File: src/rtl/slts_pkg.sv
// Shared types, codes and field positions for the SPI link transfer sequencer.
package slts_pkg;

  // Defaults for the top-level parameters
  localparam int MTU_BYTES_DEF    = 1024;
  localparam int HEADER_BYTES_DEF = 4;

  // Compare width: wide enough for any MTU, header length or head+tail sum
  localparam int WIDE_W = 17;

  // Field widths
  localparam int KIND_W  = 2;
  localparam int BYTES_W = 11;
  localparam int HLEN_W  = 16;
  localparam int PHASE_W = 2;
  localparam int SRC_W   = 2;
  localparam int ERR_W   = 2;

  // Input request packing
  localparam int S_TDATA_W = 40;
  localparam int S_HEAD_LO = 0;
  localparam int S_TAIL_LO = 11;
  localparam int S_HLEN_LO = 22;

  // Result packing (cmd_phase travels in tuser)
  localparam int M_TDATA_W    = 24;
  localparam int M_READY_BIT  = 0;
  localparam int M_VALID_BIT  = 1;
  localparam int M_BYTES_LO   = 2;
  localparam int M_REL_BIT    = 13;
  localparam int M_SRC_LO     = 14;
  localparam int M_RX_BIT     = 16;
  localparam int M_SDONE_BIT  = 17;
  localparam int M_RDONE_BIT  = 18;
  localparam int M_ERR_LO     = 19;

  // Request kinds
  localparam logic [KIND_W-1:0] KIND_SEND = 2'd0;
  localparam logic [KIND_W-1:0] KIND_RECV = 2'd1;
  localparam logic [KIND_W-1:0] KIND_PEER = 2'd2;
  localparam logic [KIND_W-1:0] KIND_DONE = 2'd3;

  // Phase codes
  localparam logic [PHASE_W-1:0] PH_HEADER = 2'd0;
  localparam logic [PHASE_W-1:0] PH_HEAD   = 2'd1;
  localparam logic [PHASE_W-1:0] PH_TAIL   = 2'd2;
  localparam logic [PHASE_W-1:0] PH_DUMMY  = 2'd3;

  // Transmit sources
  localparam logic [SRC_W-1:0] SRC_NONE  = 2'd0;
  localparam logic [SRC_W-1:0] SRC_DATA  = 2'd1;
  localparam logic [SRC_W-1:0] SRC_EMPTY = 2'd2;

  // Error codes
  localparam logic [ERR_W-1:0] ERR_NONE      = 2'd0;
  localparam logic [ERR_W-1:0] ERR_SEND_BUSY = 2'd1;
  localparam logic [ERR_W-1:0] ERR_RECV_BUSY = 2'd2;
  localparam logic [ERR_W-1:0] ERR_BAD_LEN   = 2'd3;

  typedef enum logic [5:0] {
    ST_IDLE      = 6'b000001,
    ST_WAIT_RECV = 6'b000010,
    ST_WAIT_PEER = 6'b000100,
    ST_HDR       = 6'b001000,
    ST_HEAD      = 6'b010000,
    ST_TAIL      = 6'b100000
  } state_t;

endpackage

File: src/rtl/spi_link_transfer_sequencer.sv
// Top level of the SPI link transfer sequencer.
// Takes one event per request on the s_ side (kind in s_tuser) and returns exactly one
// result per request on the m_ side, in the cycle after the request is taken. A new request
// is taken in every cycle while the result register is empty or being drained, so the
// block sustains one request per clock; the only stored element between the two sides is
// the single result register. The bidirectional flag is written on the cfg channel, which
// is always ready. Lengths are bytes; the tail phase length is rounded up to 4 bytes.
module spi_link_transfer_sequencer
  import slts_pkg::*;
#(
  parameter int MTU_BYTES    = MTU_BYTES_DEF,
  parameter int HEADER_BYTES = HEADER_BYTES_DEF
) (
  input  logic                  clk,
  input  logic                  rst,
  // request: head_bytes[10:0], tail_bytes[21:11], rx_header_length[37:22], zero pad
  input  logic                  s_tvalid,
  output logic                  s_tready,
  input  logic [S_TDATA_W-1:0]  s_tdata,
  // request: kind[1:0]
  input  logic [KIND_W-1:0]     s_tuser,
  // result: ready_line[0], cmd_valid[1], cmd_bytes[12:2], cmd_release_cs[13],
  // cmd_tx_source[15:14], cmd_rx[16], tx_complete[17], rx_complete[18], error[20:19], pad
  output logic                  m_tvalid,
  input  logic                  m_tready,
  output logic [M_TDATA_W-1:0]  m_tdata,
  // result: cmd_phase[1:0]
  output logic [PHASE_W-1:0]    m_tuser,
  input  logic                  cfg_valid,
  output logic                  cfg_ready,
  input  logic                  cfg_data
);

  localparam int LEN_W = $clog2(MTU_BYTES + 4);

  state_t             state, state_next;
  logic               send_pending, send_pending_next;
  logic               receive_pending, receive_pending_next;
  logic               peer_ready, peer_ready_next;
  logic               send_latched, send_latched_next;
  logic               receive_latched, receive_latched_next;
  logic [LEN_W-1:0]   send_head_len, send_head_len_next;
  logic [LEN_W-1:0]   send_total_len, send_total_len_next;
  logic [LEN_W-1:0]   recv_len, recv_len_next;
  logic               ready_level, ready_level_next;
  logic               bidirectional;

  logic [BYTES_W-1:0] head_in, tail_in;
  logic [HLEN_W-1:0]  hlen_in;
  logic [WIDE_W-1:0]  sum_in;
  logic               bad_len;
  logic [LEN_W-1:0]   cur_head, send_tot, cur_total, rem, rem_up;
  logic               take;

  // result fields
  logic               cmd_valid;
  logic [PHASE_W-1:0] cmd_phase;
  logic [BYTES_W-1:0] cmd_bytes;
  logic               cmd_rel;
  logic [SRC_W-1:0]   cmd_src;
  logic               cmd_rx;
  logic               tx_complete, rx_complete;
  logic [ERR_W-1:0]   err;
  logic [M_TDATA_W-1:0] result_word;

  assign take      = s_tvalid && s_tready;
  assign s_tready  = !m_tvalid || m_tready;
  assign cfg_ready = 1'b1;

  assign head_in = s_tdata[S_HEAD_LO +: BYTES_W];
  assign tail_in = s_tdata[S_TAIL_LO +: BYTES_W];
  assign hlen_in = s_tdata[S_HLEN_LO +: HLEN_W];
  assign sum_in  = WIDE_W'(head_in) + WIDE_W'(tail_in);
  assign bad_len = (head_in[1:0] != 2'd0) || (tail_in[1:0] != 2'd0)
                   || (sum_in > WIDE_W'(MTU_BYTES));

  // Received length as seen by the current event (updated at header done)
  always_comb begin
    recv_len_next = recv_len;
    if (s_tuser == KIND_DONE && state == ST_HDR) begin
      recv_len_next = '0;
      if (receive_latched && bidirectional) begin
        if (WIDE_W'(hlen_in) < WIDE_W'(MTU_BYTES)) recv_len_next = LEN_W'(hlen_in);
        else recv_len_next = LEN_W'(MTU_BYTES);
      end
    end
  end

  assign cur_head  = send_latched ? send_head_len : '0;
  assign send_tot  = send_latched ? send_total_len : '0;
  assign cur_total = (send_tot > recv_len_next) ? send_tot : recv_len_next;
  assign rem       = cur_total - cur_head;
  assign rem_up    = (rem + LEN_W'(3)) & ~LEN_W'(3);

  always_comb begin
    state_next           = state;
    send_pending_next    = send_pending;
    receive_pending_next = receive_pending;
    peer_ready_next      = peer_ready;
    send_latched_next    = send_latched;
    receive_latched_next = receive_latched;
    send_head_len_next   = send_head_len;
    send_total_len_next  = send_total_len;
    ready_level_next     = ready_level;
    cmd_valid   = 1'b0;
    cmd_phase   = PH_HEADER;
    cmd_bytes   = '0;
    cmd_rel     = 1'b0;
    cmd_src     = SRC_NONE;
    cmd_rx      = 1'b0;
    tx_complete = 1'b0;
    rx_complete = 1'b0;
    err         = ERR_NONE;

    unique case (s_tuser)
      KIND_SEND: begin
        if (send_pending) begin
          err = ERR_SEND_BUSY;
        end else if (bad_len) begin
          err = ERR_BAD_LEN;
        end else begin
          send_pending_next   = 1'b1;
          send_head_len_next  = LEN_W'(head_in);
          send_total_len_next = LEN_W'(sum_in);
        end
      end
      KIND_RECV: begin
        if (receive_pending) err = ERR_RECV_BUSY;
        else receive_pending_next = 1'b1;
      end
      KIND_PEER: begin
        peer_ready_next = 1'b1;
      end
      KIND_DONE: begin
        if (state == ST_HDR) begin
          ready_level_next = 1'b0;
          peer_ready_next  = 1'b0;
          if (cur_head == '0) begin
            if (cur_total == '0) begin
              // nothing to move: release chip select with a dummy header
              cmd_valid  = 1'b1;
              cmd_phase  = PH_DUMMY;
              cmd_bytes  = BYTES_W'(HEADER_BYTES);
              cmd_rel    = 1'b1;
              cmd_src    = SRC_EMPTY;
              state_next = ST_HEAD;
            end else begin
              cmd_valid  = 1'b1;
              cmd_phase  = PH_TAIL;
              cmd_bytes  = BYTES_W'(WIDE_W'(rem_up));
              cmd_rel    = 1'b1;
              cmd_src    = send_latched ? SRC_DATA : SRC_NONE;
              cmd_rx     = receive_latched;
              state_next = ST_TAIL;
            end
          end else begin
            cmd_valid  = 1'b1;
            cmd_phase  = PH_HEAD;
            cmd_bytes  = BYTES_W'(WIDE_W'(cur_head));
            cmd_rel    = (cur_total == cur_head);
            cmd_src    = SRC_DATA;
            cmd_rx     = receive_latched;
            state_next = ST_HEAD;
          end
        end else if (state == ST_HEAD && cur_total != cur_head) begin
          cmd_valid  = 1'b1;
          cmd_phase  = PH_TAIL;
          cmd_bytes  = BYTES_W'(WIDE_W'(rem_up));
          cmd_rel    = 1'b1;
          cmd_src    = send_latched ? SRC_DATA : SRC_NONE;
          cmd_rx     = receive_latched;
          state_next = ST_TAIL;
        end else if (state == ST_HEAD || state == ST_TAIL) begin
          // exchange complete: pulse done for whatever was joined
          tx_complete = send_latched;
          rx_complete = receive_latched;
          if (send_latched) send_pending_next = 1'b0;
          if (receive_latched) receive_pending_next = 1'b0;
          send_latched_next    = 1'b0;
          receive_latched_next = 1'b0;
          state_next           = ST_IDLE;
        end
      end
    endcase

    // advance through the wait states on the updated flags
    if (state_next == ST_IDLE && (send_pending_next || peer_ready_next)) begin
      state_next = ST_WAIT_RECV;
    end
    if (state_next == ST_WAIT_RECV && receive_pending_next) begin
      if (send_pending_next) ready_level_next = 1'b1;
      state_next = ST_WAIT_PEER;
    end
    if (state_next == ST_WAIT_PEER && peer_ready_next && !cmd_valid) begin
      send_latched_next    = send_pending_next;
      receive_latched_next = receive_pending_next;
      cmd_valid  = 1'b1;
      cmd_phase  = PH_HEADER;
      cmd_bytes  = BYTES_W'(HEADER_BYTES);
      cmd_rel    = 1'b0;
      cmd_src    = send_pending_next ? SRC_DATA : SRC_EMPTY;
      cmd_rx     = receive_pending_next;
      state_next = ST_HDR;
    end
  end

  always_ff @(posedge clk) begin
    if (rst) begin
      state           <= ST_IDLE;
      send_pending    <= 1'b0;
      receive_pending <= 1'b0;
      peer_ready      <= 1'b0;
      send_latched    <= 1'b0;
      receive_latched <= 1'b0;
      send_head_len   <= '0;
      send_total_len  <= '0;
      recv_len        <= '0;
      ready_level     <= 1'b0;
      bidirectional   <= 1'b0;
      m_tvalid        <= 1'b0;
    end else begin
      if (cfg_valid && cfg_ready) bidirectional <= cfg_data;
      if (take) begin
        state           <= state_next;
        send_pending    <= send_pending_next;
        receive_pending <= receive_pending_next;
        peer_ready      <= peer_ready_next;
        send_latched    <= send_latched_next;
        receive_latched <= receive_latched_next;
        send_head_len   <= send_head_len_next;
        send_total_len  <= send_total_len_next;
        recv_len        <= recv_len_next;
        ready_level     <= ready_level_next;
        m_tvalid        <= 1'b1;
      end else if (m_tready) begin
        m_tvalid <= 1'b0;
      end
    end
  end

  // pack the result fields, lowest bit first, zero pad on top
  assign result_word = {{(M_TDATA_W - M_ERR_LO - ERR_W){1'b0}}, err, rx_complete,
                        tx_complete, cmd_rx, cmd_src, cmd_rel, cmd_bytes, cmd_valid,
                        ready_level_next};

  // result register
  always_ff @(posedge clk) begin
    if (take) begin
      m_tdata <= result_word;
      m_tuser <= cmd_phase;
    end
  end

endmodule

File: config.mk
export PLATFORM = sky130hd
export DESIGN_NAME = spi_link_transfer_sequencer
export DESIGN_NICKNAME = d
export VERILOG_FILES = /design/src/rtl/slts_pkg.sv /design/src/rtl/spi_link_transfer_sequencer.sv
export SDC_FILE = /design/constraint.sdc
export NUM_CORES = 1
export LEC_CHECK = 0
export BUFFER_PORTS_ARGS = -buffer_cell sky130_fd_sc_hd__buf_2
export CORE_MARGIN = 1.5
export CORE_UTILIZATION = 35
export CTS_CLUSTER_DIAMETER = 40
export DETAILED_ROUTE_END_ITERATION = 7
export PLACE_DENSITY = 0.65
export SLEW_MARGIN = 25
export SYNTH_ARGS = -nofsm -noshare
export SYNTH_HDL_FRONTEND = slang
export SYNTH_SLANG_ARGS = --single-unit
File: constraint.sdc
create_clock -name clk -period 20.7 [get_ports clk]
set_input_delay 4.14 -clock clk [delete_from_list [all_inputs] [get_ports clk]]
set_output_delay 4.14 -clock clk [all_outputs]
set_load 0.005 [all_outputs]
==> run summary, run 1 <==
Status: completed
Sequential fraction of the synthesis area: 32.5%
Largest net degree at the start of global routing: 55
Drt total wl: 12800 um
Syn avg cell area: 8.74 sq um
Synth top area cells: dfxtp_1 19%, edfxtp_1 14%, ha_1 11%, nor2_1 5.9%, mux2i_1 4.2%
Root Buffer: clkbuf_16
CTS tree: yes
Max Freq: 91.0 MHz
Top FF cell, synth: dfxtp_1
Cell Pwr Density: 68.1 nW/um^2
Area growth, synth to finish: 14.6%
# setup viols final: 0
Final net count: 727
First-pass GRT wire length: 20500 um
Port bufs: 70
Fin crit period: 10.99 ns
Ports: 77
Placed Cells: 802
Max-cap viol count: 0
Max Slew Vio Count: 0
Synth top area share: 18.8%
Final TNS setup: 0 ns
Worst rel slew slack: 31.0%
Post-CTS setup buffer count: 0
Area leader, netlist: dfxtp_1
Crit share post-route: 53.1%
Peak supply drop: 0.0321 mV
CTS Buffer Depth: 2
CP Data Required Time: 20.77 ns
Clock Latency Late Sink: 0.34 ns
#FFs+latches synth: 70
Crit path DAT: 11.06 ns
Gr ovfl total: 0
# diodes: 0
Synth top cells by count: 79 x nor2_1, 47 x dfxtp_1, 47 x nand2_1
Starting Density: 36.0%
Sink Count: 70
Post-synthesis cell area: 5020 sq um
Cell Count, Final, Fillers Out: 818
Die Wd: 123 um
H-tree depth: 3
DRC: 0
FP Rows: 43
Post-CTS resize count: 0
Critical path type: in2reg
Distinct cells, synth: 82
Share of cells above drive strength 1: 17.2%
Setup crit end kind: flop
Clock transition at path regs: 0.05 ns
Leak: 0.00228 uW
Most frequent cell after synthesis: nor2_1
Startpoint Class: input pin
RSZ-0062 raised after global routing: no
Slew at the pin closest to its max-slew limit: 1.03 ns
Initial antenna violation count: 0
1st-iter DRT viols: 302
DP HPWL: 9930 um
Worst Clk Skew: 0.00537 ns
Post-Synthesis Cells: 574
Hold Slack: 0.484 ns
GRT Total Usage: 17.4%
CP max FO: 23
Routed via count: 4434
Final Hold Fails: 0
Die Y: 123 um
Post-route ant nets: 0
Vias in the first global route: 4239
Die ar.: 15100 sq um
Wire per inst: 15.6 um
Via-to-Cell Ratio: 5.42
RD Place Congestion: 0.895
Yosys synthesis warning count: 0
Pre-antenna DRT Iters: 5
Cts hold-fix bufs: 0
Core area: 13900 sq um
EDFF count, synth: 23
Worst Hold Class: reg2reg
Cts bufs inserted: 9
Asr flop ratio synth: 0%
## power breakdown
group / switching [uW] / internal (uW)
registers: 3.59 / 147
clock network: 57.1 / 95.9
logic: 51.1 / 36.3
total: 112 / 280
## logic make-up (layout without fill, tap and decap cells)
logic type,after synthesis,after routing,share of synthesized area [%]
flops,70,70,32.5
other cells,2,4,0.150
simple gates,213,213,21.1
fa+ha+maj,46,46,11.8
buf+inv,52,114,5.21
xor+xnor,18,18,3.14
mux,22,22,4.64
compound gates,151,151,21.5
## per-layer routing
layer / wire (um) / global-route usage (%) / up-vias
li1: - / - / 2220
met1: 5900 / 22.5 / 2072
met2: 5940 / 28.5 / 124
met3: 691 / 4.18 / 18
met4: 265 / 5.96 / 0
met5: 0 / 0 / -
## through the flow
stage | total power (uW) | utilization, % | setup WS, ns | instance area [sq um]
after detailed placement | 241 | 39.1 | 9.44 | 5450
after CTS | 395 | 41.2 | 9.74 | 5750
after floorplan | 218 | - | 10.99 | 5020
final | 391 | 41.2 | 9.71 | 5750
after global placement | 239 | 39.1 | 9.47 | 5450
after global routing | 411 | 41.2 | 9.18 | 5750
## path summary, 6_finish.rpt
path / start / to / slack (ns) / depth (start not counted)
min reg2reg: send_total_len[6] / send_total_len[6] / 0.48 / 2
max reg2reg: state[0] / m_tdata[7] / 13.39 / 21
max: s_tuser[0] / m_tdata[7] / 9.71 / 23
min: send_total_len[6] / send_total_len[6] / 0.48 / 2
## registers in the layout, indices dropped and copies added (netlist names), 2 cells and up
name / count
m_tuser: 2
send_total_len: 11
state: 6
m_tdata: 21
recv_len: 11
send_head_len: 11
## critical path, stage by stage
cell	delay (ns)
buf_2	0.11
ha_1	0.32
and4bb_2	0.32
nand2_2	0.30
nor2_1	0.65
a22oi_1	0.27
ha_1	0.41
a41oi_1	0.21
o21ai_0	0.14
a211o_2	0.43
and2_1	0.34
o21ai_0	0.50
ha_1	0.24
nand4_1	0.12
nor4b_1	0.60
o211ai_2	0.17
mux2i_1	0.37
a21oi_1	0.17
nor3_1	0.19
o31ai_1	0.18
o21bai_1	0.32
o21ai_2	0.41
nor2_1	0.13
## area by class of cell
type / instances / area [sq um]
clock buffer: 12 / 246
clock inverter: 4 / 46.3
fill: 1399 / 8190
inverter: 25 / 93.8
multi-input combinational: 454 / 3130
sequential: 70 / 1630
tap: 180 / 225
timing repair buffer: 73 / 373
## cell usage in the layout (no fill, tap or decap), types with 6 or more instances in the layout
cell type   n
nand4_1     7
ha_1       44
nand3_1     6
edfxtp_1   23
and2_1     14
clkbuf_16   9
nor2_1     79
inv_1      25
nor3_1     12
o21bai_1    7
nand2_1    47
a22oi_1    11
a211oi_1   19
a21oi_1    28
buf_2      70
o21ai_0    28
mux2i_1    21
dfxtp_1    47
xnor2_1    14
Note: power is estimated with default switching activity, not from simulation.
==> run 2, diff against run 1 <==
PLACE_DENSITY = 0.67   (was 0.65)
clock period = 9.6 ns   (was 20.7 ns; I/O delays follow)
==> run 2 against run 1 <==
Cell count grew 0.12%. Register-to-register slack lost 11 ns. Combinational power grew 120%. First-iteration DRC count grew 0.33%. Non-clock buffer count grew 1. Clock skew grew 0.0012 ns. Hold slack gained 0.0038 ns. Via count grew 0.32%. Critical endpoint is now m_tdata[12].
==> run summary, run 2 (synthesized netlist as in run 1, its figures left out) <==
Status: completed
Die ar.: 15100 sq um (unchanged)
Fin crit period: 8.38 ns
Max Slew Vio Count: 0 (unchanged)
Die Y: 123 um (unchanged)
Initial antenna violation count: 0 (unchanged)
Worst Hold Class: reg2reg
Post-layout power: 840 uW (+110%)
Ports: 77 (unchanged)
Share of cells above drive strength 1: 17.4% (+0.13 points)
Post-CTS setup buffer count: 0 (unchanged)
Sequential Power Share: 38.8% (+0.2 points)
CTS tree: yes
Max Freq: 119 MHz
Root Buffer: clkbuf_16
1st-iter DRT viols: 303 (+0.33%)
Clk network pwr share: 38.8% (-0.3 points)
Hold Slack: 0.488 ns (+0.00381 ns)
Routed via count: 4448 (+0.32%)
Max-cap viol count: 0 (unchanged)
FP Rows: 43 (unchanged)
First-pass GRT wire length: 20400 um (-0.37%)
Final TNS setup: 0 ns (unchanged)
Clock Latency Late Sink: 0.34 ns (about the same)
Largest Register: m_tdata
RSZ-0062 raised after global routing: no
Via-to-Cell Ratio: 5.43 (+0.19%)
Sink Count: 70 (unchanged)
Critical path's most frequent cell: ha_1
# diodes: 0 (unchanged)
Area growth, synth to finish: 14.5% (about the same)
Clock transition at path regs: 0.05 ns (about the same)
Die Wd: 123 um (unchanged)
Worst stage delay on the critical path: 0.56 ns (-0.09 ns)
Post-CTS resize count: 0 (unchanged)
DRC: 0 (unchanged)
Logic gate share of total power: 22.4% (about the same)
Peak supply drop: 0.0887 mV (+180%)
Starting Density: 36.0% (unchanged)
H-tree depth: 3 (unchanged)
Critical path type: in2reg
Drt total wl: 12900 um (+1.1%)
CTS Buffer Depth: 2 (unchanged)
R2R Path End: m_tdata[12]
Vias in the first global route: 4092 (-3.5%)
Max FFs per register: 21 (unchanged)
Port bufs: 70 (unchanged)
Commonest non-fill, non-tap cell in the layout: nor2_1
Worst r2r src: state[0]
Core area: 13900 sq um (unchanged)
Worst path slowest cell: nor4b_1
CP max FO: 18 (-22%)
Startpoint Class: input pin
Final Hold Fails: 0 (unchanged)
Cts bufs inserted: 9 (unchanged)
Critical path cell sequence: buf_2 > ha_1 > and4bb_2 > nand2_2 > nor2_1 > a22oi_1 > ha_1 > a41oi_1 > o21ai_0 > a211o_2 > and2_1 > nand2_1 > o21ai_0 > ha_1 > nand4_1 > nor4b_1 > o211ai_2 > mux2i_1 > a21oi_1 > nor3_1 > o31ai_1 > o21bai_1 > o21ai_2 > a21oi_1
Post-route ant nets: 0 (unchanged)
# setup viols final: 0 (unchanged)
Largest net degree at the start of global routing: 55 (unchanged)
Psw: 244 uW (+120%)
Cell Pwr Density: 146 nW/um^2 (+110%)
DP HPWL: 9970 um (+0.39%)
P_int: 596 uW (+110%)
Leak: 0.00228 uW (about the same)
Worst Clk Skew: 0.00659 ns (+0.00122 ns)
Sw Ratio: 29.0% (+0.47 points)
Cts hold-fix bufs: 0 (unchanged)
Crit path to: m_tdata[12]
RD Place Congestion: 0.899 (+0.45%)
Setup crit end kind: flop
Worst rel slew slack: 33.6% (+2.6 points)
Gr ovfl total: 0 (unchanged)
Worst Setup SP: s_tuser[0]
Crit share post-route: 87.3%
Slew at the pin closest to its max-slew limit: 0.995 ns (-0.0392 ns)
Crit path DAT: 8.44 ns (-2.62 ns)
Pre-antenna DRT Iters: 5 (unchanged)
Wire per inst: 15.8 um (+0.94%)
CP Data Required Time: 9.66 ns (-11.11 ns)
Final net count: 728 (+0.14%)
Worst r2r path cells: 22 (+4.8%)
GRT Total Usage: 17.4% (-0.025 points)
R2R setup slack: 2.76 ns (-10.63 ns)
Commonest cells after routing, fill and taps aside: 79 x nor2_1, 70 x buf_2, 47 x nand2_1, 47 x dfxtp_1, 44 x ha_1
## run 2: layer usage
metal | part of all wire [%] | global-route usage, %
met1 | 47 | 23.1
met5 | 0 | 0
met4 | 1.2 | 5.60
met3 | 4.7 | 4.04
met2 | 47 | 28.0
## run 2: stage by stage
step | std cells | cell area [sq um] | utilization (%) | worst slack [ns]
after CTS | 819 | 5750 | 41.2 | 1.29
after floorplan | 576 | 5020 | - | 2.11
after global routing | 819 | 5750 | 41.2 | 0.649
final | 819 | 5750 | 41.2 | 1.22
after detailed placement | 803 | 5460 | 39.2 | 0.975
after global placement | 803 | 5460 | 39.2 | 1.06
## run 2: worst max-delay path: cells and delay by family
kind                     cells  cell delay [ns]
AO/OA/AOI/OAI               11             2.64
adder cells (fa/ha/maj)      3             1.08
multiplexers                 1             0.35
buffers and inverters        1             0.11
AND/OR/NAND/NOR              8             2.32
## run 2: final cells by class
cell class / count / area, sq um
flip-flops and latches: 70 / 1630
well taps: 180 / 225
fillers: 1391 / 8190
multi-input cells: 454 / 3130
clock buffers: 12 / 236
inverters: 25 / 93.8
clock inverters: 4 / 47.5
repair buffers: 74 / 380
## run 2: how the worst min path moves through the flow
| stage | startpoint | end | cells past startpoint |
|---|---|---|---|
| 2_1_floorplan | send_total_len[2] | send_total_len[2] | 2 |
| 3_3_place_gp | send_total_len[3] | send_total_len[3] | 2 |
| 3_5_place_dp | send_total_len[7] | send_total_len[7] | 2 |
| 4_1_cts | send_total_len[3] | send_total_len[3] | 2 |
| 5_1_grt | send_total_len[6] | send_total_len[6] | 2 |
| 6_report | send_total_len[6] | send_total_len[6] | 2 |
## run 2: power groups by stage
stage               registers (uW)  logic (uW)  clock network, uW
floorplan                      331         139                  0
global placement               331         182                  0
detailed placement             332         186                  0
CTS                            326         188                335
global route                   327         210                349
finish                         326         188                326
==> run 3, diff against run 2 <==
CELL_PAD_IN_SITES_DETAIL_PLACEMENT = 1   (was unset)
CELL_PAD_IN_SITES_GLOBAL_PLACEMENT = 1   (was unset)
MAX_ROUTING_LAYER = met4   (was unset)
PLACE_DENSITY = 0.81   (was 0.67)
==> run 3 against run 2 <==
Total power rose by 2.2%. Combinational power rose by 4%. Count of clock-buffer cells in the layout fell by 3. Sequential power barely moved. Sequential share of layout area fell by 0.068 points. Highest routed layer unchanged.
==> run summary, run 3 (synthesized netlist as in run 1, its figures left out) <==
Placed instance area: 5470 sq um (+0.14%)
Peak supply drop: 0.0804 mV (-9.4%)
Psw: 263 uW (+7.7%)
Commonest non-fill, non-tap cell in the layout: nor2_1
Core area: 13900 sq um (unchanged)
Worst rel slew slack: 33.8% (+0.16 points)
# diodes: 0 (unchanged)
Max FFs per register: 21 (unchanged)
Final net count: 729 (+0.14%)
Cell Pwr Density: 149 nW/um^2 (+1.9%)
P_int: 596 uW (about the same)
H-tree depth: 3 (unchanged)
Root Buffer: clkbuf_16
# setup viols final: 0 (unchanged)
Ports: 77 (unchanged)
Design area: 5760 sq um (+0.24%)
1st-iter DRT viols: 241 (-20%)
RSZ-0062 raised after global routing: no
Max Freq: 117 MHz (-1.6%)
PnR worst setup slack: 1.09 ns (-0.133 ns)
Share of cells above drive strength 1: 17.8% (+0.44 points)
CTS Buffer Depth: 2 (unchanged)
Status: completed
CP max FO: 18 (unchanged)
Cts bufs inserted: 9 (unchanged)
Initial antenna violation count: 0 (unchanged)
Die ar.: 15100 sq um (unchanged)
Post-layout power: 859 uW (+2.2%)
Drt total wl: 14600 um (+13%)
Clock transition at path regs: 0.06 ns (about the same)
Logic gate share of total power: 22.7% (+0.3 points)
Pre-antenna DRT Iters: 4 (-1)
Post-route ant nets: 0 (unchanged)
Starting Density: 36.0% (unchanged)
DRC: 0 (unchanged)
Startpoint Class: input pin
Post-CTS setup buffer count: 0 (unchanged)
Largest Register: m_tdata
Worst Hold Class: reg2reg
Max Slew Vio Count: 0 (unchanged)
Clock Latency Late Sink: 0.35 ns (about the same)
Post-CTS resize count: 0 (unchanged)
Die Y: 123 um (unchanged)
Area growth, synth to finish: 14.8%
Routed via count: 4502 (+1.2%)
Cts hold-fix bufs: 0 (unchanged)
Sequential Power Share: 37.9% (-0.9 points)
Sink Count: 70 (unchanged)
Vias in the first global route: 4661 (+14%)
CTS tree: yes
Clk network pwr share: 39.4% (+0.6 points)
RD Place Congestion: 0.929 (+3.3%)
Setup crit end kind: flop
Worst Clk Skew: 0.00823 ns (+0.00164 ns)
Sw Ratio: 30.6% (+1.6 points)
Commonest cells after routing, fill and taps aside: 79 x nor2_1, 70 x buf_2, 47 x nand2_1, 47 x dfxtp_1, 44 x ha_1
Critical path type: in2reg
Via-to-Cell Ratio: 5.49 (+1.1%)
Slew at the pin closest to its max-slew limit: 0.993 ns (-0.00242 ns)
DP HPWL: 11200 um (+13%)
Port bufs: 70 (unchanged)
Crit share post-route: 88.7% (+1.4 points)
Crit path DAT: 8.60 ns (+0.16 ns)
Die Wd: 123 um (unchanged)
Fin crit period: 8.51 ns (+0.133 ns)
Max-cap viol count: 0 (unchanged)
Gr ovfl total: 0 (unchanged)
Final TNS setup: 0 ns (unchanged)
Largest net degree at the start of global routing: 55 (unchanged)
Wire per inst: 17.8 um (+13%)
Pre-CTS WS: 0.772 ns (-0.203 ns)
CP Data Required Time: 9.69 ns (+0.03 ns)
Leak: 0.00228 uW (+0.27%)
First-pass GRT wire length: 23600 um (+15%)
GRT Total Usage: 20.9% (+3.4 points)
FP Rows: 43 (unchanged)
Final Hold Fails: 0 (unchanged)
run 3: changes by cell type in the layout (fill, tap and decap cells not counted):
cell / before / now
buf_4: 4 / 5
clkbuf_1: 3 / 0
clkinv_1: 0 / 2
clkinv_2: 2 / 3
clkinv_4: 0 / 1
inv_1: 25 / 24
run 3: cell type report:
class | count | area, sq um
clock buffer | 9 | 225
clock inverter | 7 | 65.1
fill | 1636 | 8180
inverter | 25 | 93.8
multi-input combinational | 454 | 3130
sequential | 70 | 1630
tap | 180 | 225
timing repair buffer | 75 | 388
run 3: final timing paths:
kind	from	endpoint	slack, ns	cells after the start
setup / recovery	s_tuser[0]	m_tdata[2]	1.09	23
hold / removal	send_total_len[6]	send_total_len[6]	0.49	2
setup reg to reg	state[0]	m_tdata[2]	2.57	21
hold reg to reg	send_total_len[6]	send_total_len[6]	0.49	2
run 3: worst max-delay path: stages:
cell	delay, ns
buf_2	0.12
ha_1	0.31
and4bb_2	0.32
nand2_2	0.07
nor2_1	0.54
a22oi_1	0.31
ha_1	0.40
nand4_1	0.13
a211oi_1	0.27
a211o_2	0.23
and2_1	0.54
o21ai_0	0.32
ha_1	0.40
nand4_1	0.14
nor4b_1	0.57
o211ai_2	0.16
mux2i_1	0.36
a21oi_1	0.17
nor3_1	0.20
o31ai_1	0.21
o21bai_1	0.36
o21ai_2	0.43
nor3_1	0.11
run 3: routing by layer:
layer	vias to the layer above	global-route usage, %	part of all wire (%)
met5	-	-	0
met4	0	8.87	2.4
met3	21	2.93	3.8
met2	94	34.3	49
met1	2175	25.6	45
li1	2212	-	-
run 3: per-stage QoR:
stage	hold WS [ns]	instances	util, %
6_report	0.494	820	41.3
5_1_grt	0.524	820	41.3
4_1_cts	0.499	820	41.3
3_5_place_dp	0.485	804	39.2
3_3_place_gp	0.470	804	39.2
2_1_floorplan	0.452	576	-
run 3: power groups by stage:
stage / Sequential [uW] / Combinational [uW] / Clock, uW
2_1_floorplan: 331 / 139 / 0
3_3_place_gp: 331 / 186 / 0
3_5_place_dp: 332 / 193 / 0
4_1_cts: 326 / 194 / 343
5_1_grt: 327 / 217 / 353
6_report: 326 / 195 / 338
